<file path="src/pscc_pkg.sv">
// Shared types and constants of the pressure compensation core.
// No dependencies; every module and interface file imports this package.
package pscc_pkg;

  localparam int RAW_W     = 24;
  localparam int CAL_W     = 16;
  localparam int TEMP_W    = 19;
  localparam int PRES_W    = 26;
  localparam int CFG_IDX_W = 3;
  localparam int DT_W      = 25;
  localparam int DD_W      = 18;

  localparam int QUEUE_DEPTH_DEF = 4;

  // 20.00 C reference and the offset that moves the -15.00 C edge onto dd
  localparam int TEMP_REF     = 2000;
  localparam int FRIGID_REF   = 1500;
  localparam int FRIGID_LIMIT = -(TEMP_REF + FRIGID_REF);

  localparam int TEMP_MIN = -262144;
  localparam int TEMP_MAX = 262143;
  localparam int PRES_MIN = -33554432;
  localparam int PRES_MAX = 33554431;

  typedef enum logic [CFG_IDX_W-1:0] {
    REG_C1 = 3'd0,
    REG_C2 = 3'd1,
    REG_C3 = 3'd2,
    REG_C4 = 3'd3,
    REG_C5 = 3'd4,
    REG_C6 = 3'd5
  } cfg_reg_t;

  typedef enum logic [1:0] {
    BAND_HOT,
    BAND_COLD,
    BAND_FRIGID
  } band_t;

  typedef struct packed {
    logic [CAL_W-1:0] c1;
    logic [CAL_W-1:0] c2;
    logic [CAL_W-1:0] c3;
    logic [CAL_W-1:0] c4;
    logic [CAL_W-1:0] c5;
    logic [CAL_W-1:0] c6;
  } cal_t;

  typedef struct packed {
    logic signed [DT_W-1:0] dt;
    logic signed [DD_W-1:0] dd;
    logic [RAW_W-1:0]       d1;
    band_t                  band;
  } task_t;

  typedef struct packed {
    logic full;
    logic empty;
  } q_stat_t;

endpackage

</file>
<file path="src/pscc_in_if.sv">
// Input channel of the compensation core: raw temperature and pressure pair.
// Depends on pscc_pkg.
interface pscc_in_if;
  import pscc_pkg::*;

  logic             valid;
  logic             ready;
  logic [RAW_W-1:0] raw_temperature;
  logic [RAW_W-1:0] raw_pressure;

  modport source (output valid, output raw_temperature, output raw_pressure, input ready);
  modport sink   (input valid, input raw_temperature, input raw_pressure, output ready);
endinterface

</file>
<file path="src/pscc_front.sv">
// Front end: accepts raw pairs, forms dT and first-order temperature,
// sorts each transaction into its correction band. Depends on pscc_pkg.
module pscc_front (
  input  logic              clk,
  input  logic              rst_n,
  input  pscc_pkg::cal_t    cal,
  pscc_in_if.sink           in_ch,
  input  pscc_pkg::q_stat_t q_stat,
  output logic              push,
  output pscc_pkg::task_t   push_data
);
  import pscc_pkg::*;

  localparam int TPROD_W = DT_W + CAL_W + 1;
  localparam int T_SHIFT = 23;

  logic                      en;
  logic                      v1_r;
  logic                      v2_r;
  logic signed [DT_W-1:0]    dt1_r;
  logic signed [DT_W-1:0]    dt2_r;
  logic [RAW_W-1:0]          d1_1_r;
  logic [RAW_W-1:0]          d1_2_r;
  logic signed [TPROD_W-1:0] tprod_r;
  logic signed [DT_W-1:0]    dt_nxt;
  logic signed [TPROD_W-1:0] tprod_nxt;
  logic signed [DD_W-1:0]    dd;
  band_t                     band;

  // hold the pipe only when a finished transaction cannot enter the queue
  assign en          = !(v2_r && q_stat.full);
  assign in_ch.ready = en;

  assign dt_nxt    = $signed({1'b0, in_ch.raw_temperature}) - $signed({1'b0, cal.c5, 8'b0});
  assign tprod_nxt = dt1_r * $signed({1'b0, cal.c6});

  assign dd = tprod_r[T_SHIFT +: DD_W];

  always_comb begin
    if (dd >= 0) begin
      band = BAND_HOT;
    end else if (dd < FRIGID_LIMIT) begin
      band = BAND_FRIGID;
    end else begin
      band = BAND_COLD;
    end
  end

  always_ff @(posedge clk) begin
    if (!rst_n) begin
      v1_r <= 1'b0;
      v2_r <= 1'b0;
    end else if (en) begin
      v1_r <= in_ch.valid;
      v2_r <= v1_r;
    end
  end

  always_ff @(posedge clk) begin
    if (en) begin
      dt1_r   <= dt_nxt;
      d1_1_r  <= in_ch.raw_pressure;
      dt2_r   <= dt1_r;
      d1_2_r  <= d1_1_r;
      tprod_r <= tprod_nxt;
    end
  end

  assign push           = v2_r && en;
  assign push_data.dt   = dt2_r;
  assign push_data.dd   = dd;
  assign push_data.d1   = d1_2_r;
  assign push_data.band = band;

endmodule

</file>
<file path="src/flat_wrapper.sv">
// flat-port wrapper written by rule: the top's interface ports become plain ports
module pscc_front_flat import pscc_pkg::*;
  (clk, rst_n, cal, q_stat, push, push_data, in_ch_valid, in_ch_raw_temperature, in_ch_raw_pressure, in_ch_ready);
  pscc_in_if in_ch_i ();
  input  logic clk;
  input  logic rst_n;
  input  pscc_pkg::cal_t cal;
  input  pscc_pkg::q_stat_t q_stat;
  output logic push;
  output pscc_pkg::task_t push_data;
  input wire logic [$bits(in_ch_i.valid)-1:0] in_ch_valid;
  input wire logic [$bits(in_ch_i.raw_temperature)-1:0] in_ch_raw_temperature;
  input wire logic [$bits(in_ch_i.raw_pressure)-1:0] in_ch_raw_pressure;
  output wire logic [$bits(in_ch_i.ready)-1:0] in_ch_ready;
  assign in_ch_i.valid = in_ch_valid;
  assign in_ch_i.raw_temperature = in_ch_raw_temperature;
  assign in_ch_i.raw_pressure = in_ch_raw_pressure;
  assign in_ch_ready = in_ch_i.ready;
  pscc_front u_core (.clk(clk), .rst_n(rst_n), .cal(cal), .in_ch(in_ch_i), .q_stat(q_stat), .push(push), .push_data(push_data));
endmodule
</file>
<file path="config.mk">
export PLATFORM = sky130hd
export DESIGN_NAME = pscc_front_flat
export DESIGN_NICKNAME = d
export VERILOG_FILES = /design/src/pscc_pkg.sv /design/src/pscc_in_if.sv /design/src/pscc_front.sv /design/src/flat_wrapper.sv
export SDC_FILE = /design/constraint.sdc
export NUM_CORES = 1
export LEC_CHECK = 0
export ABC_AREA = 1
export BUFFER_PORTS_ARGS = -buffer_cell sky130_fd_sc_hd__buf_2
export CAP_MARGIN = 25
export CORE_ASPECT_RATIO = 0.6
export CORE_MARGIN = 2
export CORE_UTILIZATION = 56
export CTS_CLUSTER_DIAMETER = 200
export DETAILED_ROUTE_END_ITERATION = 12
export GPL_TIMING_DRIVEN = 0
export PLACE_DENSITY = 0.87
export SLEW_MARGIN = 20
export SYNTH_ARGS = -nofsm -noshare
export SYNTH_HDL_FRONTEND = slang
export SYNTH_SLANG_ARGS = --single-unit
</file>
<file path="constraint.sdc">
create_clock -name clk -period 7.85 [get_ports clk]
set_input_delay 2.355 -clock clk [delete_from_list [all_inputs] [get_ports clk]]
set_output_delay 2.355 -clock clk [all_outputs]
set_load 0.02 [all_outputs]
</file>
# Word level (Yosys, flattened, before mapping)
# Index checks and enable logic that the tools add are counted.
[classes] addsub=1 multipliers=1 div_mod_pow=0 order_cmp=2 eq_ne=0 shift=0 n_mux=2 n_bitwise=0 reduce_logical=3
[ops] operator="$mul A25 B17 Y41" count=1
[ops] operator="$sub A24 B24 Y25" count=1
[ops] operator="$ge A18 B1 Y1 const B" count=1
[ops] operator="$lt A18 B13 Y1 const B" count=1
[ops] operator="$mux W2" count=2
[ops] operator="$logic_and A1 B1 Y1" count=2
[ops] operator="$logic_not A1 Y1" count=1
[totals] regBits=141 latchBits=0 ramBits=0 rom_bits=0 in_bits=149 elab_cells=16 memories=0

# Longest topological paths before layout
[logic_depth] ltp_word=3 mapped_depth=28 mapped_depth_nobuf=26

# Least setup slack after synthesis
# OpenSTA, ideal clock, no wires.
[synth_timing] kind="input-to-reg" from="in cal[3] (netlist name)" to="reg u_core.tprod_r[35], data pin" setup_ns=0.252 arrival_time_ns=7.402 path_slack_ns=0.196 cell_stages=20 cell_sequence="clkbuf_1 > clkbuf_1 > nand2_1 > fa_1 > fa_1 > inv_1 > fa_1 > fa_1 > fa_1 > inv_1 > fa_1 > inv_1 > ha_1 > a21oi_1 > o21ai_0 > o21bai_1 > a21oi_1 > nand2_1 > nand2_1 > nand2_1"
[synth_between] elab_chain_len=1
[synth_lines] element="start: declaration" line="flat_wrapper.sv:7" source="input pscc_pkg::cal_t cal;"
[synth_lines] element="$mul A25 B17 Y41" line="pscc_front.sv:35" source="assign tprod_nxt = dt1_r * $signed({1'b0, cal.c6});"
[synth_lines] element="net u_core.tprod_nxt[35]" line="pscc_front.sv:26" source="logic signed [TPROD_W-1:0] tprod_nxt;"
[synth_lines] element="end signal: assignment" line="pscc_front.sv:65" source="tprod_r <= tprod_nxt;"
[synth_lines] element="end: declaration" line="pscc_front.sv:24" source="logic signed [TPROD_W-1:0] tprod_r;"
# The timed path passes the listed nets, and every way through them passes these cells.
# A chain may end at the register's enable or synchronous reset.

# Worst setup path in the final report
[layout_timing] from="in cal[10] (netlist name)" to="reg u_core.tprod_r[37], data pin"
# The elaborated chain is that of the path after synthesis.

==> out/qor.yml <==
drc: 0
synth_edf_count: 116
async_reset_ff_share_pct: 0
wl_per_cell_um: 18.3
synthTopCellsByArea: "fa_1 (39%), edfxtp_1 (18%), inv_1 (14%)"
fin_crit_sh_pct: 99.5
initial_core_util_pct: 56.5
antenna_found_initial: 1
hp-class: "reg -> reg"
root_buffer: "clkbuf_16"
io_pins: 220
start_kind: "input pin"
cp_data_required_time_ps: 8050
slew_headroom_pct: 44.1
ys_ff_latch: 118
core-area_um2: 34700
num_rows: 53
crit_fanout: 10
placed_area_um2: 21000
syn2layout_area_growth_pct: 10.8
track_usage_pct: 31.8
vias: 15600
cp.arrival_ps: 8020
skew_ps: 11.3
yosys_warnings: 0
cts.reportedPaths.clkPinSlew_ps: 70
synth_flop_cell: "edfxtp_1"
status: "finished clean"
die_w_um: 246
ys_top_cells_by_count: "inv_1 (719), nand2_1 (614), fa_1 (385), edfxtp_1 (116), ha_1 (114)"
drt-pass1-iter-count: 6
cts_tree: "done"
drt_iter0_drc: 1591
max_freq_mhz: 128
wl_mm: 54.8
antenna_left: 0
synth.top_cell.area_share_pct: 39.3
syn_inst: 2344
fin_crit_ps: 7810
port_buffers: 140
hold_viol: 0
via_per_inst: 5.22
fill_cells: 3020
synth_most_common_cell: "inv_1"
overflow: 0
avgSynthCellArea_um2: 8.37
hold_buffers: 0
grt_pass1_wl_mm: 86.9
seq_area_frac_synth_pct: 18.0
cts_max_path_buffers: 2
cts-buffers-inserted: 17
tightestPinTransition_ps: 839
dp_hpwl_mm: 45.9
final_cell_area_um2: 21700
critPathKind: "in -> reg"
die_area_um2: 36600
crit_path_end_kind: "register"
grt_max_degree: 50
finalNetCount: 3157
setup_viol: 0
cts.sinks: 118
yosysTopAreaCell: "fa_1"
grt_pass1_vias: 16300
cts_htree_levels: 4
finalMaxSlewViolations: 0
ys_types: 36
layout-drive-gt1-share_pct: 9.83
clk_latency_ps: 450
syn_nets: 2992
gp_congestion: 0.994
syn_area_um2: 19600
die_h_um: 149
maxCapViolations: 0
## metrics by stage
step	hold WS [ps]	std cells	util (%)	TNS (ps)	setup WS, ps
after floorplan	400	2344	-	0	196
after global placement	400	2951	60.2	-16970	-1150
after detailed placement	405	2953	60.3	-16320	-1150
after CTS	417	2985	62.3	0	8.07
after global routing	418	2990	62.6	-25.7	-19.9
final	420	2990	62.6	0	39.0
## flip-flops by register name, summed over array words and instances (netlist names)
| name | cells |
|---|---|
| u_core.dt1_r | 25 |
| u_core.dt2_r | 25 |
| u_core.d1_1_r | 24 |
| u_core.d1_2_r | 24 |
| u_core.tprod_r | 18 |
| u_core.v1_r | 1 |
| u_core.v2_r | 1 |
## path summary, 6_finish.rpt
| check | startpoint | end | slack (ps) | cells past startpoint |
|---|---|---|---|---|
| setup / recovery | cal[10] | u_core.tprod_r[37] | 40 | 21 |
| hold / removal | u_core.d1_1_r[19] | u_core.d1_2_r[19] | 420 | 0 |
| setup reg to reg | u_core.dt1_r[24] | u_core.tprod_r[37] | 1090 | 21 |
| hold reg to reg | u_core.d1_1_r[19] | u_core.d1_2_r[19] | 420 | 0 |
## cell families after synthesis
family,synth area share [%]
adder cells (fa/ha/maj),46.5
AND/OR/NAND/NOR,15.7
flip-flops,18.0
XOR/XNOR,1.03
AO/OA/AOI/OAI,3.24
buffers and inverters,15.6
## final cells by class
cell class	instances	area [um2]	area share (%)
Buffer	94	454	2.09
Clock inverter	15	181	0.834
Tap cell	467	584	2.69
Inverter	720	2710	12.4
Clock buffer	17	425	1.96
Sequential cell	118	3520	16.2
Timing Repair Buffer	146	778	3.58
Antenna cell	1	2.50	0.0115
Multi-Input combinational cell	1412	13100	60.2
## timing repair
action | 4_1_cts | 5_1_grt
setup buffers | 0 | 4
endpoints found under the hold margin | 0 | 0
pin swaps | 0 | 2
endpoints found under the setup margin | 18 | 18
gates cloned | 0 | 0
resized for setup | 41 | 59
## per-layer routing
| metal | GRT usage (%) | wire length, um | part of all wire (%) | up-vias |
|---|---|---|---|---|
| met3 | 10.1 | 6740 | 12 | 100 |
| met4 | 9.12 | 1360 | 2.5 | 2 |
| li1 | - | - | - | 7021 |
| met2 | 47.8 | 23700 | 43 | 832 |
| met5 | 0 | 103 | 0.19 | - |
| met1 | 44.5 | 22900 | 42 | 7639 |
## cell usage in the layout (no fill, tap or decap), drive strengths merged
cell type / instances
nor2: 94
and3: 1
o211ai: 2
nand4: 9
o31ai: 2
buf: 155
fa: 385
o31a: 1
clkinv: 2
o21bai: 9
nand2: 619
a31o: 1
bufinv: 2
a21oi: 54
xor2: 16
o21a: 3
diode: 1
edfxtp: 116
nor3: 14
nand3b: 7
ha: 114
clkbuf: 102
nand3: 32
a31oi: 2
or2: 2
a21o: 4
xnor2: 7
dfxtp: 2
a21boi: 3
inv: 728
o21ai: 29
clkinvlp: 3
and2: 2
## worst max-delay path, stage by stage
cell	delay (ps)
clkbuf_2	310
clkbuf_4	360
nand2_1	120
fa_2	670
inv_1	90
fa_1	480
fa_1	580
fa_1	430
fa_1	490
inv_1	50
fa_1	470
inv_1	40
ha_1	410
nand2_1	120
nor2_1	190
nand2_1	160
nor2_1	200
nand4_1	130
buf_4	180
nand4_1	100
nand2_1	70
Power is left out: the tool's default activity adds up to more than one toggle a clock period on the data nets, which glitch-free logic cannot reach.
