## config.mk

```make
export PLATFORM = sky130hd
export DESIGN_NAME = pscc_cfg
export DESIGN_NICKNAME = d
export VERILOG_FILES = /design/src/pscc_pkg.sv /design/src/pscc_cfg.sv
export SDC_FILE = /design/constraint.sdc
export NUM_CORES = 1
export LEC_CHECK = 0
export ABC_AREA = 1
export BUFFER_PORTS_ARGS = -buffer_cell sky130_fd_sc_hd__buf_2
export CAP_MARGIN = 20
export CORE_MARGIN = 4
export CORE_UTILIZATION = 53
export CTS_BUF_LIST = sky130_fd_sc_hd__clkbuf_8
export DETAILED_ROUTE_END_ITERATION = 16
export PLACE_DENSITY = 0.82
export SLEW_MARGIN = 25
export SYNTH_ARGS = -nofsm -noshare
export SYNTH_HDL_FRONTEND = slang
export SYNTH_SLANG_ARGS = --single-unit
```

## constraint.sdc

```tcl
create_clock -name clk -period 1.1 [get_ports clk]
set_input_delay 0.22 -clock clk [delete_from_list [all_inputs] [get_ports clk]]
set_output_delay 0.22 -clock clk [all_outputs]
set_load 0.005 [all_outputs]
```

## src/pscc_pkg.sv

```systemverilog
// Shared types and constants of the pressure compensation core.
// No dependencies; every module and interface file imports this package.
package pscc_pkg;

  localparam int RAW_W     = 24;
  localparam int CAL_W     = 16;
  localparam int TEMP_W    = 19;
  localparam int PRES_W    = 26;
  localparam int CFG_IDX_W = 3;
  localparam int DT_W      = 25;
  localparam int DD_W      = 18;

  localparam int QUEUE_DEPTH_DEF = 4;

  // 20.00 C reference and the offset that moves the -15.00 C edge onto dd
  localparam int TEMP_REF     = 2000;
  localparam int FRIGID_REF   = 1500;
  localparam int FRIGID_LIMIT = -(TEMP_REF + FRIGID_REF);

  localparam int TEMP_MIN = -262144;
  localparam int TEMP_MAX = 262143;
  localparam int PRES_MIN = -33554432;
  localparam int PRES_MAX = 33554431;

  typedef enum logic [CFG_IDX_W-1:0] {
    REG_C1 = 3'd0,
    REG_C2 = 3'd1,
    REG_C3 = 3'd2,
    REG_C4 = 3'd3,
    REG_C5 = 3'd4,
    REG_C6 = 3'd5
  } cfg_reg_t;

  typedef enum logic [1:0] {
    BAND_HOT,
    BAND_COLD,
    BAND_FRIGID
  } band_t;

  typedef struct packed {
    logic [CAL_W-1:0] c1;
    logic [CAL_W-1:0] c2;
    logic [CAL_W-1:0] c3;
    logic [CAL_W-1:0] c4;
    logic [CAL_W-1:0] c5;
    logic [CAL_W-1:0] c6;
  } cal_t;

  typedef struct packed {
    logic signed [DT_W-1:0] dt;
    logic signed [DD_W-1:0] dd;
    logic [RAW_W-1:0]       d1;
    band_t                  band;
  } task_t;

  typedef struct packed {
    logic full;
    logic empty;
  } q_stat_t;

endpackage

```

## src/pscc_cfg.sv

```systemverilog
// Calibration word registers, written through the plain cfg write port.
// Depends on pscc_pkg.
module pscc_cfg (
  input  logic                           clk,
  input  logic                           rst_n,
  input  logic                           cfg_we,
  input  logic [pscc_pkg::CFG_IDX_W-1:0] cfg_index,
  input  logic [pscc_pkg::CAL_W-1:0]     cfg_data,
  output pscc_pkg::cal_t                 cal
);
  import pscc_pkg::*;

  cal_t cal_r;
  cal_t cal_nxt;

  always_comb begin
    cal_nxt = cal_r;
    if (cfg_we) begin
      case (cfg_reg_t'(cfg_index))
        REG_C1:  cal_nxt.c1 = cfg_data;
        REG_C2:  cal_nxt.c2 = cfg_data;
        REG_C3:  cal_nxt.c3 = cfg_data;
        REG_C4:  cal_nxt.c4 = cfg_data;
        REG_C5:  cal_nxt.c5 = cfg_data;
        REG_C6:  cal_nxt.c6 = cfg_data;
        default: cal_nxt = cal_r;
      endcase
    end
  end

  always_ff @(posedge clk) begin
    if (!rst_n) begin
      cal_r <= '0;
    end else begin
      cal_r <= cal_nxt;
    end
  end

  assign cal = cal_r;

endmodule

```

# Yosys cells after proc, flatten, opt, wreduce, memory -nomap -nowiden

Cells that the tools add are included.

Register bits: 96

Eq/ne operators: 5
Reductions and logical operators: 7

Operators with widths:

| cell                                                                  | count |
|---|---|
| 2-bit AND reduction                                                   | 6 |
| 3-bit by 2-bit equality test with 1-bit output, second input constant | 2 |
| 3-bit equality test, second input constant                            | 2 |
| 3-bit by 1-bit equality test with 1-bit output, second input constant | 1 |
| 3-bit zero test                                                       | 1 |

# Depth between registers and ports, before layout

Gate-level depths: netlist of run 1.

Depth in word-level cells: 2
Gate-level depth with buffers: 6
Gate-level depth less buffers: 5

# Worst setup path before layout of run 1

Ideal clock, no wire load.

Path kind: input to register
Start: input rst_n
End: register cal_r (netlist bit cal[72])
Setup time: 64 ps
Arrival: 927 ps
Required time: 1036 ps
Slack: 109 ps
Cell stages on the path: 5
Buffers on the path: 3
Cells stage by stage: buf_2 -> buf_2 -> buf_1 -> nand2_1 -> nor2_1

RTL lines:

| element              | RTL line       | RTL |
|---|---|---|
| from (decl)          | pscc_cfg.sv:5  | `input logic rst_n,` |
| to (signal assigned) | pscc_cfg.sv:35 | `cal_r <= cal_nxt;` |
| to (decl)            | pscc_cfg.sv:13 | `cal_t cal_r;` |

# Worst setup path in the final report of run 1

Start: register cal_r (netlist bit cal[50])
End: output cal[50] in the netlist's numbering

RTL lines:

| element   | RTL line      | RTL |
|---|---|---|
| to (decl) | pscc_cfg.sv:9 | `output pscc_pkg::cal_t cal` |

No word-level cell between the ends.

==> flow_summary.yaml, run 1 <==
run_status:
  status: "finished, final reports clean"
detailed_routing:
  route.detailed.drc: 0
  drtIter0Drc: 265
  drtAntennaViolNets: 0
  vias_per_cell: 5.12
  dr.pass1.iters: 5
  dr_total_vias: 3912
  wl_per_cell_microns: 14.4
  routed_wl_mm: 11.0
final_layout:
  largest_reg_flops: 96
  fin_util: 0.706
  drive_gt1_frac: 0.253
  regArea_sq_um: 1930
  diodes: 0
  fillerInstances: 592
  syn_to_final_growth_pct: 27.0
  fin_nets: 685
  multi_input_area_sq_um: 1680
synth:
  synth_top_area_share: 0.498
  syn_inst: 552
  avgSynthCellArea_sq_um: 6.99
  synth_most_common_cell: "nor2_1"
  ys_ff_latch: 96
  async_flop_share: 0
  seq_area_frac_synth: 0.498
  synthTopCellsByCount: "nor2_1 (193), nand2_1 (101), dfxtp_1 (96), nand3_1 (96), buf_2 (22)"
  synth_area_leader_cell: "dfxtp_1"
  syn_area_sq_um: 3860
  yosysWarnings: 0
  syn_nets: 574
  synth-edff-count: 0
  synthDistinctLibCells: 12
  synth_top_flop_cell: "dfxtp_1"
  yosys-top-cells-area: "dfxtp_1 (50%), nor2_1 (19%), nand3_1 (12%)"
sta:
  worst_pin_slew_ps: 413
  max_freq_ghz: 0.917
  finClkSkew_ps: 0
  period_needed_ps: 1090
  fin_ws_ps: 8.96
  final-setup-viol-count: 0
  slew_viol_final: 0
  period_share: 0.992
  hold_violations: 0
  slew_headroom: 0.724
setup_path:
  slowest_delay_ps: 370
  rrSetupSlack_ps: 460
  worstSetupPathType: "flop to output port"
  crit_start: "cal[50]"
  cp-start-kind: "flop"
  timing.rr.start: "cal[43]"
  crit_chain: "buf_2"
  reg2reg_to: "cal[43]"
  path_depth: 1
  crit_slowest_cell: "dfxtp_1"
  crit_family: "flip-flops"
  cp-end-kind: "output port"
  cp.required_ps: 880
  worstRegToRegCells: 2
  arrival_ps: 870
  crit_fanout: 2
  path_buf_inv: 1
  endpoint: "cal[50]"
die:
  num_io_pins: 118
  initial_core_util: 0.556
  die_w_microns: 93.3
  core.rowCount: 30
  die_height_microns: 93.3
  coreArea_sq_um: 6940
  die_area_sq_um: 8710
global_routing:
  grt_use_total: 0.256
  grt-ovfl-total: 0
  antenna_found_initial: 0
  grt_max_degree: 45
  grt_pass1_vias: 3551
  grt_pass1_wl_mm: 17.4
clocking:
  cts.sinks: 96
  clkLatencyLatePin_ps: 360
  htree_levels: 3
  cts_root_buf: "clkbuf_8"
  cts_made_buffers: 9
  cts_tree: "built"
  post-cts-setup-buffers: 0
  clk_pin_slew_worst_paths_ps: 90
  clock_path_buffers: 2
power:
  finalPower_mw: 7.14
  p_sw_frac: 0.253
  p_per_area_nw_per_um2: 1460
  p_leak_nw: 2.43
  p_seq_frac: 0.513
  combPwrFrac: 0.121
  peakVddDrop_v: 0.000888
  clkPwrFrac: 0.366
  switchingPower_mw: 1.81
  p_int_mw: 5.33
place:
  gp_congestion: 0.798
  pre_cts_slack_ps: -131
  io_buffer_count: 117
  place_hpwl_mm: 7.62
run:
  cap_viol_max_count: 0
hold_path:
  hp-class: "input port to flop"
  hp-start: "cfg_data[15]"
[placed cells by master (no fill, tap or decap), drive strengths merged]
master,n
clkinv,1
dfxtp,96
inv,23
clkbuf,11
bufinv,2
nor2,202
nand3,96
buf,134
clkinvlp,1
nand2,102
[cells by family (layout without fill, tap and decap cells)]
| family | after synthesis | after routing | share of synthesized area |
|---|---|---|---|
| simple gates | 400 | 400 | 0.434 |
| buf+inv | 56 | 172 | 0.0674 |
| flops | 96 | 96 | 0.498 |
[how the worst min path moves through the flow]
stage / end / cells after the start / slack [ps]
after floorplan: cal[64] / 4 / 460
after global placement: cal[67] / 2 / 460
after detailed placement: cal[78] / 2 / 470
after CTS: cal[29] / 5 / 300
after global routing: cal[66] / 4 / 320
final: cal[63] / 5 / 300
[power by group through the flow]
| stage | sequential (mW) | clock (mW) | combinational (mW) |
|---|---|---|---|
| final | 3.66 | 2.62 | 0.865 |
| after global routing | 3.68 | 2.81 | 0.960 |
| after CTS | 3.66 | 2.63 | 0.861 |
| after detailed placement | 3.74 | 0 | 0.857 |
| after global placement | 3.73 | 0 | 0.834 |
| after floorplan | 3.75 | 0 | 0.479 |
[area by class of cell]
class                   count  area share
multi-input cells         400       0.344
clock inverters             5      0.0163
well taps                  96      0.0245
inverters                  22      0.0169
flip-flops and latches     96       0.394
repair buffers            134       0.174
clock buffers              11      0.0309
[timing repair]
action,CTS,global route
resized for setup,0,7
hold buffers,0,0
hold endpoints to repair,0,0
setup endpoints to repair,0,7
[metrics by stage]
stage / std cells / instance area, sq um / setup TNS, ps / hold WS, ps
6_report: 764 / 4900 / 0 / 295
5_1_grt: 764 / 4900 / -7.55 / 321
4_1_cts: 764 / 4890 / 0 / 296
3_5_place_dp: 748 / 4660 / -3210 / 469
3_3_place_gp: 748 / 4660 / -1240 / 459
2_1_floorplan: 552 / 3860 / 0 / 460
[layer usage]
metal,track usage,share of wire,vias to the layer above
li1,-,-,1931
met1,0.326,0.40,1748
met5,0,0,-
met3,0.0829,0.10,37
met2,0.408,0.47,196
met4,0.0904,0.030,0
Power figures use the tool's default switching activity.
==> run 2: changes to the inputs <==
==> constraint.sdc (replaced) <==
create_clock -name clk -period 1.1 [get_ports clk]
set_input_delay 0.055 -clock clk [delete_from_list [all_inputs] [get_ports clk]]
set_output_delay 0.055 -clock clk [all_outputs]
set_load 0.005 [all_outputs]
==> flow_summary.yaml, run 2 (synthesized netlist as in run 1, its figures left out) <==
setup_path:
  path_buf_inv: 1
  crit_slowest_cell: "dfxtp_1"
  slowest_delay_ps: 380
  crit_family: "flip-flops"
  crit_chain: "buf_2"
  worstSetupPathType: "flop to output port"
  cp-end-kind: "output port"
  cp-start-kind: "flop"
  cp.required_ps: 1040
  arrival_ps: 870
  crit_fanout: 2
global_routing:
  grt_pass1_vias: 3406
  grt_use_total: 0.250
  grt_pass1_wl_mm: 16.9
  grt_max_degree: 97
  antenna_found_initial: 0
  grt-ovfl-total: 0
detailed_routing:
  topRoutingLayerUsed: "met4"
  route.detailed.drc: 0
  wl_per_cell_microns: 14.5
  dr_total_vias: 3868
  wl_met2_mm: 5.14
  wl_met1_mm: 4.62
  routed-wl-met3_microns: 873
  drtAntennaViolNets: 0
  dr.pass1.iters: 5
  routed_wl_mm: 11.0
  drtIter0Drc: 323
  vias_per_cell: 5.10
clocking:
  clock_path_buffers: 2
  cts_made_buffers: 9
  post-cts-setup-buffers: 0
  cts_root_buf: "clkbuf_8"
  htree_levels: 3
  cts-hold-fix-buffers: 0
  clkLatencyLatePin_ps: 350
  ctsResizeCount: 0
  clk_pin_slew_worst_paths_ps: 90
  cts_tree: "built"
  cts.sinks: 96
sta:
  finClkSkew_ps: 0
  hold_violations: 0
  worst_pin_slew_ps: 414
  slew_viol_final: 0
  rsz0062_at_grt: "no"
  final-setup-viol-count: 0
  period_needed_ps: 929
  fin_setup_tns_ps: 0
  max_freq_ghz: 1.08
  slew_headroom: 0.723
  period_share: 0.845
power:
  p_per_area_nw_per_um2: 1440
  clkPwrFrac: 0.346
  p_int_mw: 5.07
  p_seq_frac: 0.533
  peakVddDrop_v: 0.000817
  finalPower_mw: 6.87
  switchingPower_mw: 1.80
  p_sw_frac: 0.262
  p_leak_nw: 2.36
  combPwrFrac: 0.121
run_status:
  status: "finished, final reports clean"
die:
  initial_core_util: 0.556
  core.rowCount: 30
  coreArea_sq_um: 6940
  die_w_microns: 93.3
  num_io_pins: 118
  die_height_microns: 93.3
  die_area_sq_um: 8710
run:
  cap_viol_max_count: 0
final_layout:
  regArea_sq_um: 1920
  layout_commonest_cell: "nor2_1"
  diodes: 0
  largest_reg_flops: 96
  fillerInstances: 611
  fin_nets: 679
  mostFrequentLayoutCells: "nor2_1 (192), buf_2 (117), nand2_1 (101), nand3_1 (96), dfxtp_1 (96)"
  drive_gt1_frac: 0.237
  multi_input_area_sq_um: 1680
  syn_to_final_growth_pct: 23.3
  final_area_sq_um: 4760
place:
  place_hpwl_mm: 7.41
  io_buffer_count: 117
  dpl_cell_area_sq_um: 4550
  gp_congestion: 0.796
hold_path:
  hp-class: "input port to flop"
-- run 2: cell count changes in the layout (fill, tap and decap cells not counted) --
cell	change
inv_1	-1
clkinv_4	-1
dfxtp_2	-7
dfxtp_1	+7
clkinvlp_4	+1
buf_4	-1
clkinv_2	+2
buf_12	-5
bufinv_16	-1
-- run 2: per-stage QoR --
stage	std cells	hold WS, ps	utilization	worst slack [ps]
2_1_floorplan	552	295	-	274
3_3_place_gp	742	456	0.655	105
3_5_place_dp	742	457	0.655	40.4
4_1_cts	758	121	0.685	180
5_1_grt	758	161	0.685	137
6_report	758	129	0.685	171
-- run 2: layout make-up --
class,instances,share of cell area
sequential,96,0.404
clock buffer,11,0.0318
inverter,22,0.0174
clock inverter,5,0.0116
timing repair buffer,128,0.156
tap,96,0.0252
multi-input combinational,400,0.354
-- run 2: final timing paths --
path	endpoint	slack, ps	startpoint	cells past startpoint
max	cal[47]	170	cal[47]	1
min reg2reg	cal[59]	480	cal[59]	2
min	cal[47]	130	cfg_data[15]	5
max reg2reg	cal[8]	470	cal[8]	2
-- run 2: power by group through the flow --
stage	registers [mW]	logic (mW)	clock network, mW
final	3.66	0.828	2.38
after floorplan	3.75	0.479	0
after global placement	3.74	0.797	0
after global routing	3.68	0.913	2.55
after detailed placement	3.74	0.816	0
after CTS	3.66	0.823	2.38
-- run 2: per-layer routing --
| layer | global-route usage | vias up |
|---|---|---|
| li1 | - | 1914 |
| met1 | 0.337 | 1748 |
| met2 | 0.389 | 180 |
| met3 | 0.0491 | 26 |
| met4 | 0.109 | 0 |
| met5 | 0 | - |
==> run 3: changes to the inputs <==
--- a/config.mk
+++ b/config.mk
@@ -9,10 +9,10 @@
 export BUFFER_PORTS_ARGS = -buffer_cell sky130_fd_sc_hd__buf_2
 export CAP_MARGIN = 20
 export CORE_MARGIN = 4
-export CORE_UTILIZATION = 53
+export CORE_UTILIZATION = 48
 export CTS_BUF_LIST = sky130_fd_sc_hd__clkbuf_8
 export DETAILED_ROUTE_END_ITERATION = 16
-export PLACE_DENSITY = 0.82
+export PLACE_DENSITY = 0.78
 export SLEW_MARGIN = 25
 export SYNTH_ARGS = -nofsm -noshare
 export SYNTH_HDL_FRONTEND = slang
==> constraint.sdc (replaced) <==
create_clock -name clk -period 0.8 [get_ports clk]
set_input_delay 0.04 -clock clk [delete_from_list [all_inputs] [get_ports clk]]
set_output_delay 0.04 -clock clk [all_outputs]
set_load 0.005 [all_outputs]
==> flow_summary.yaml, run 3 (synthesized netlist as in run 1, its figures left out) <==
clocking:
  cts_made_buffers: 9
  clock_path_buffers: 2
  htree_levels: 3
  cts-hold-fix-buffers: 0
  cts.sinks: 96
  clk_pin_slew_worst_paths_ps: 90
  cts_tree: "built"
  clkLatencyLatePin_ps: 350
  cts_root_buf: "clkbuf_8"
setup_path:
  crit_family: "flip-flops"
  slowest_delay_ps: 360
  cp.required_ps: 760
  path_buf_inv: 1
  crit_chain: "buf_6"
  rrSetupSlack_ps: 50
  arrival_ps: 830
  crit_slowest_cell: "dfxtp_4"
  worstSetupPathType: "flop to output port"
  cp-end-kind: "output port"
  crit_fanout: 2
  cp-start-kind: "flop"
sta:
  fin_ws_ps: -66.3
  finClkSkew_ps: 0
  worst_pin_slew_ps: 396
  hold_violations: 0
  slew_viol_final: 0
  period_needed_ps: 866
  final-setup-viol-count: 96
  max_freq_ghz: 1.15
  slew_headroom: 0.736
  rsz0062_at_grt: "yes"
  period_share: 1.08
place:
  io_buffer_count: 117
  dpl_cell_area_sq_um: 4750
  gp_congestion: 0.815
  place_hpwl_mm: 7.70
  dp.cells: 757
detailed_routing:
  routed_wl_mm: 11.6
  drtIter0Drc: 256
  dr.pass1.iters: 7
  dr_total_vias: 3987
  wl_per_cell_microns: 14.7
  drtAntennaViolNets: 0
  vias_per_cell: 5.07
  route.detailed.drc: 0
final_layout:
  diodes: 0
  fin_nets: 701
  final_area_sq_um: 5350
  syn_to_final_growth_pct: 38.7
  largest_reg_flops: 96
  fin_util: 0.689
  mostFrequentLayoutCells: "nor2_1 (191), nand2_1 (101), nand3_1 (96), dfxtp_2 (95), buf_2 (86)"
  layout_commonest_cell: "nor2_1"
  drive_gt1_frac: 0.398
  stdcell_count: 786
global_routing:
  grt_max_degree: 39
  grt_pass1_wl_mm: 17.9
  antenna_found_initial: 0
  grt_use_total: 0.235
  grt_pass1_vias: 3625
  grt-ovfl-total: 0
power:
  peakVddDrop_v: 0.000784
  finalPower_mw: 9.44
  p_leak_nw: 2.59
  p_per_area_nw_per_um2: 1770
die:
  die_w_microns: 97.7
  initial_core_util: 0.497
  die_height_microns: 97.7
  die_area_sq_um: 9540
  num_io_pins: 118
  core.rowCount: 32
  coreArea_sq_um: 7770
run:
  cap_viol_max_count: 0
hold_path:
  hp-class: "input port to flop"
run_status:
  failed_checks: "setup timing"
  status: "finished with violations"
-- run 3: cell types whose count changed in the layout (fill, tap and decap cells not counted), moves of 2 or more --
cell      before  now
dfxtp_1       96    0
dfxtp_2        0   95
buf_2        117   86
buf_6          0   31
buf_4          5   17
buf_12         6   16
inv_1         20   24
clkbuf_8      11    9
-- run 3: power breakdown --
| group | internal (mW) | switching [mW] |
|---|---|---|
| combinational | 0.593 | 0.745 |
| clock | 1.40 | 1.63 |
| sequential | 4.97 | 0.107 |
| total | 6.96 | 2.48 |
-- run 3: what timing repair did --
| action | in CTS | in global routing |
|---|---|---|
| setup buffers | 11 | 2 |
| endpoints found under the setup margin | 96 | 97 |
| resized for setup | 101 | 28 |
-- run 3: worst paths after layout --
kind | start | endpoint | cells past startpoint
max reg2reg | cal[95] | cal[95] | 3
min reg2reg | cal[59] | cal[59] | 2
max | cal[94] | cal[94] | 1
min | rst_n | cal[32] | 4
-- run 3: per-stage QoR --
stage               hold WS, ps  worst slack [ps]  TNS [ps]
floorplan                   280              35.7         0
global placement            442              -149    -11160
detailed placement          443              -237    -15480
CTS                         125             -73.1     -5280
global route                141             -98.1     -6800
finish                      137             -66.3     -4150
-- run 3: cell type report --
type | instances | area (sq um)
Tap cell | 102 | 128
Clock buffer | 9 | 124
Timing Repair Buffer | 150 | 1230
Fill cell | 650 | 2420
Inverter | 22 | 82.6
Sequential cell | 96 | 2040
Multi-Input combinational cell | 400 | 1690
Clock inverter | 7 | 57.6
-- run 3: per-layer routing --
| layer | track usage | up-vias | routed length, microns |
|---|---|---|---|
| li1 | - | 1967 | - |
| met1 | 0.293 | 1805 | 4670 |
| met2 | 0.392 | 187 | 5680 |
| met3 | 0.0474 | 28 | 912 |
| met4 | 0.106 | 0 | 319 |
| met5 | 0 | - | 0 |
-- run 3: worst register-to-register path, stage by stage, from the launching register on --
cell and delay, ps:
dfxtp_2 340, buf_4 120, nor2_1 120, nor2_1 60
